==> src/design/ircl_pkg.sv <==
package ircl_pkg;

  localparam int V4_TABLE_DEPTH_DEF = 65536;
  localparam int V6_TABLE_DEPTH_DEF = 16384;
  localparam int COUNTRY_BITS_DEF   = 8;

  localparam int KEY_W     = 128;
  localparam int V4_ADDR_W = 32;
  localparam int CFG_W     = 16;
  localparam int V6_LAST_W = 14;

  localparam logic [1:0] REQ_LOOKUP_V4 = 2'd0;
  localparam logic [1:0] REQ_LOOKUP_V6 = 2'd1;
  localparam logic [1:0] REQ_WRITE_V4  = 2'd2;
  localparam logic [1:0] REQ_WRITE_V6  = 2'd3;

  localparam logic CFG_V4_LAST = 1'b0;
  localparam logic CFG_V6_LAST = 1'b1;

  typedef struct packed {
    logic [1:0]  req_type;
    logic [63:0] addr_hi;
    logic [63:0] addr_lo;
    logic [15:0] entry_index;
    logic [7:0]  entry_country;
  } in_item_t;

  typedef struct packed {
    logic [7:0] country_index;
    logic       found;
    logic       write_done;
  } out_item_t;

  typedef struct packed {
    logic below_mid;
    logic below_next;
  } cmp_res_t;

endpackage

==> src/design/ircl_cmp.sv <==
module ircl_cmp
  import ircl_pkg::*;
(
  input  logic [KEY_W-1:0] key,
  input  logic [KEY_W-1:0] mid_start,
  input  logic [KEY_W-1:0] next_start,
  output cmp_res_t         res
);

  assign res.below_mid  = key < mid_start;
  assign res.below_next = key < next_start;

endmodule

==> config.mk <==
export PLATFORM = sky130hd
export DESIGN_NAME = ircl_cmp
export DESIGN_NICKNAME = d
export VERILOG_FILES = /design/src/design/ircl_pkg.sv /design/src/design/ircl_cmp.sv
export SDC_FILE = /design/constraint.sdc
export NUM_CORES = 1
export LEC_CHECK = 0
export BUFFER_PORTS_ARGS = -buffer_cell sky130_fd_sc_hd__buf_4
export CAP_MARGIN = 40
export CORE_AREA = 2 2 149 151
export DETAILED_ROUTE_END_ITERATION = 10
export DIE_AREA = 0 0 151 153
export PLACE_DENSITY = 0.56
export SETUP_SLACK_MARGIN = 0.2
export SYNTH_ARGS = -nofsm -noshare
export SYNTH_HDL_FRONTEND = slang
export SYNTH_SLANG_ARGS = --single-unit
==> constraint.sdc <==
create_clock -name vclk -period 2.7
set_input_delay 0.405 -clock vclk [all_inputs]
set_output_delay 0.405 -clock vclk [all_outputs]
set_load 0.01 [all_outputs]
; Word level (Yosys, flattened, before mapping)
; Cells that the tools add are included.
[op_classes]
n_addsub = 0
n_mul = 0
div = 0
order_cmp = 2
eq_ne = 0
n_shift = 0
mux = 0
n_bitwise = 0
reduce_logical = 0
[op_table]
columns = cell, n
row1 = 128-bit less-than comparator, 2
[word_totals]
ff_bits = 0
latch_bits = 0
ramBits = 0
romBits = 0
in_bits = 384
memories = 0

; Depth between registers and ports, before layout
[logic_depth]
ltp_word = 1
ltp_mapped = 10
ltp_nobuf = 10

; Worst setup path after synthesis
; OpenSTA, ideal clock, no wires.
[synth_timing]
kind = in2out
start = input port mid_start[97]
end = output port res[1] (netlist bit)
arrival_time_ns = 2.118
t_required_ns = 2.295
slack_ns = 0.177
stages = 10
cell_sequence = inv_1 > ha_1 > a21o_1 > a21o_1 > a21o_1 > a221oi_2 > o211ai_1 > a221oi_2 > a21boi_2 > o21a_1
[synth_lines]
columns = item, line_no
row1 = from (decl), ircl_cmp.sv:5  ; input logic [KEY_W-1:0] mid_start,
row2 = to (decl), ircl_cmp.sv:7  ; output cmp_res_t res

==> impl_metrics.yaml <==
status:
  outcome: "finished, violations left"
  violations: "setup timing"
finish:
  drive_above_1_share_pct: 42.8
  utilization_pct: 52.2
  fillers: 2146
  regArea_um2: 0
  seq_cells: 0
  area_growth_pct: 75.3
  nClkBuffers: 0
  final_nets: 2010
  num_antenna_cells: 0
  multi_input_area_um2: 6190
sta:
  tightest_slew_ps: 515
  final-hold-violation-count: 0
  setup_viol: 1
  fin_hold_ws_ps: 1450
  period_minus_slack_ps: 2880
  fmax_ghz: 0.347
  fin_ws_ps: -179
  maxSlewViolCount: 0
  rsz0062_at_grt: "yes"
  slew_headroom_pct: 65.3
  period_share_pct: 107
global_route:
  grt_use_met1_pct: 24.9
  met3_usage_pct: 3.58
  grt-ovfl-total: 0
  top_usage_layer: "met2"
  grt_util_met2_pct: 39.2
  antenna_found_initial: 0
  grt_pass1_wl_um: 38700
  grt_pass1_vias: 7945
  grt_usage_pct: 20.8
  grt_max_degree: 4
pwr:
  combinationalPowerShare_pct: 100.0
  p_leak_nw: 6.60
  power.total_mw: 1.64
  seqPwrFrac_pct: 0
  p_int_mw: 0.936
  p_per_area_nw_per_um2: 146
  p_switching_mw: 0.701
  swShare_pct: 42.8
  ir_worst_vdd_uv: 71.8
  p_clk_share_pct: 0
flow_run:
  maxCapViolations: 0
setup_path:
  path_class: "input port to output pin"
  critPathSlowestCell: "or4_4"
  cp-end-kind: "output pin"
  start_kind: "input port"
  cp_cell_sequence: "buf_4 > ha_1 > and4_4 > nand2_1 > or4_4 > a311oi_4 > a221oi_2 > nand4_1 > a21boi_2 > o21a_1 > buf_6"
  slowest_delay_ps: 510
  crit_fanout: 3
  required_ps: 2300
  arrival_ps: 2470
die:
  die-area_um2: 23100
  die_w_um: 151
  die_y_um: 153
  rows: 54
  io_pins: 386
  initial_utilization_pct: 29.8
  core_um2: 21500
detailed_routing:
  drt-initial-drc-count: 114
  dr.pass1.iters: 4
  vias_per_cell: 4.68
  postRouteAntennaNets: 0
  drt-total-wl_um: 25600
  drc: 0
  vias: 7727
  wl_per_cell_um: 15.5
yosys:
  synth-compound-area-share_pct: 21.6
  synth_cell_types: 41
  syn_area_um2: 6390
  synthSimpleGateAreaFrac_pct: 13.8
  postSynthCellCount: 892
  seq_area_frac_synth_pct: 0
  synth_warnings: 0
  synth-xor-area-share_pct: 0
  syn_area_per_cell_um2: 7.17
  synth_top_family_by_area: "adder cells"
  synth.area.mux_share_pct: 0
  synthAdderAreaFrac_pct: 49.7
  syn-num-nets: 1530
place:
  place.port_buffers: 386
  pre_cts_slack_ps: -503
  gp_congestion: 0.891
  dp_hpwl_um: 23600
hold_path:
  hold_path.class: "input port to output pin"
==> cells in the final DEF, fill, tap and decap left out, types with 10 or more instances in the layout <==
master and n:
ha_1 215, nand4_1 46, o21ai_0 31, inv_2 13
ha_4 39, nor2_1 22, a21oi_2 10, a21o_1 51
buf_6 25, nand3_1 12, buf_4 451, nor3_1 11
nand2_1 38, a21oi_1 66, inv_1 236
==> synthesized netlist by cell type, types with 4 or more instances <==
master / instances / area (µm²)
nor4_1: 6 / 37.5
nand4_1: 46 / 288
o211ai_1: 5 / 37.5
inv_1: 254 / 953
nand3_1: 13 / 65.1
a211oi_1: 13 / 97.6
a21oi_1: 76 / 380
nor2_1: 24 / 90.1
a2111oi_0: 4 / 35.0
nand2_1: 39 / 146
nor3_1: 14 / 70.1
a21o_1: 51 / 383
a31oi_1: 6 / 37.5
nor2b_1: 4 / 25.0
and4_1: 6 / 52.6
o21ai_0: 38 / 190
or3_1: 4 / 25.0
ha_1: 254 / 3180
==> through the flow <==
stage / area [µm²] / setup TNS (ps) / cells
after CTS: 10700 / -341 / 1647
final: 11200 / -179 / 1650
after detailed placement: 10300 / -857 / 1643
after global routing: 11200 / -362 / 1650
after floorplan: 6390 / 0 / 892
after global placement: 10300 / -911 / 1643
==> power by group through the flow <==
stage	Combinational, mW	Sequential, mW	Clock (mW)
floorplan	0.664	0	0
global route	1.85	0	0
finish	1.64	0	0
global placement	1.45	0	0
CTS	1.54	0	0
detailed placement	1.47	0	0
==> critical path: cells and delay by family <==
family	cells	cell delay, ps
AO/OA/AOI/OAI	4	550
AND/OR/NAND/NOR	4	960
adder cells (fa/ha/maj)	1	310
buffers and inverters	2	240
==> worst paths after layout <==
path / startpoint / endpoint / cells after the start
worst max-delay path: key[15] / res[1] / 11
worst min-delay path: key[62] / res[0] / 6
==> layout make-up <==
type	count	area share, %
Multi-Input combinational cell	638	55.3
Timing Repair Buffer	478	33.0
Inverter	254	8.62
Tap cell	280	3.13
==> per-layer routing <==
metal / part of all wire, % / wire (µm) / vias up
met5: 0 / 0 / -
met4: 1.8 / 469 / 0
met3: 6.7 / 1710 / 28
met2: 50 / 12900 / 233
met1: 41 / 10500 / 3381
li1: - / - / 4085
==> cell families (layout without fill, tap and decap cells) <==
| group | after synthesis | after routing |
|---|---|---|
| AND/OR/NAND/NOR | 167 | 167 |
| adder cells (fa/ha/maj) | 254 | 254 |
| AO/OA/AOI/OAI | 217 | 217 |
| buffers and inverters | 254 | 732 |
==> what timing repair did <==
item	CTS	global route
endpoints found under the setup margin	2	2
pin swaps	34	41
hold buffers	0	0
endpoints found under the hold margin	0	0
gates resized for setup	65	89
setup buffers	4	3
No activity file was read; power rests on OpenSTA's default activity.
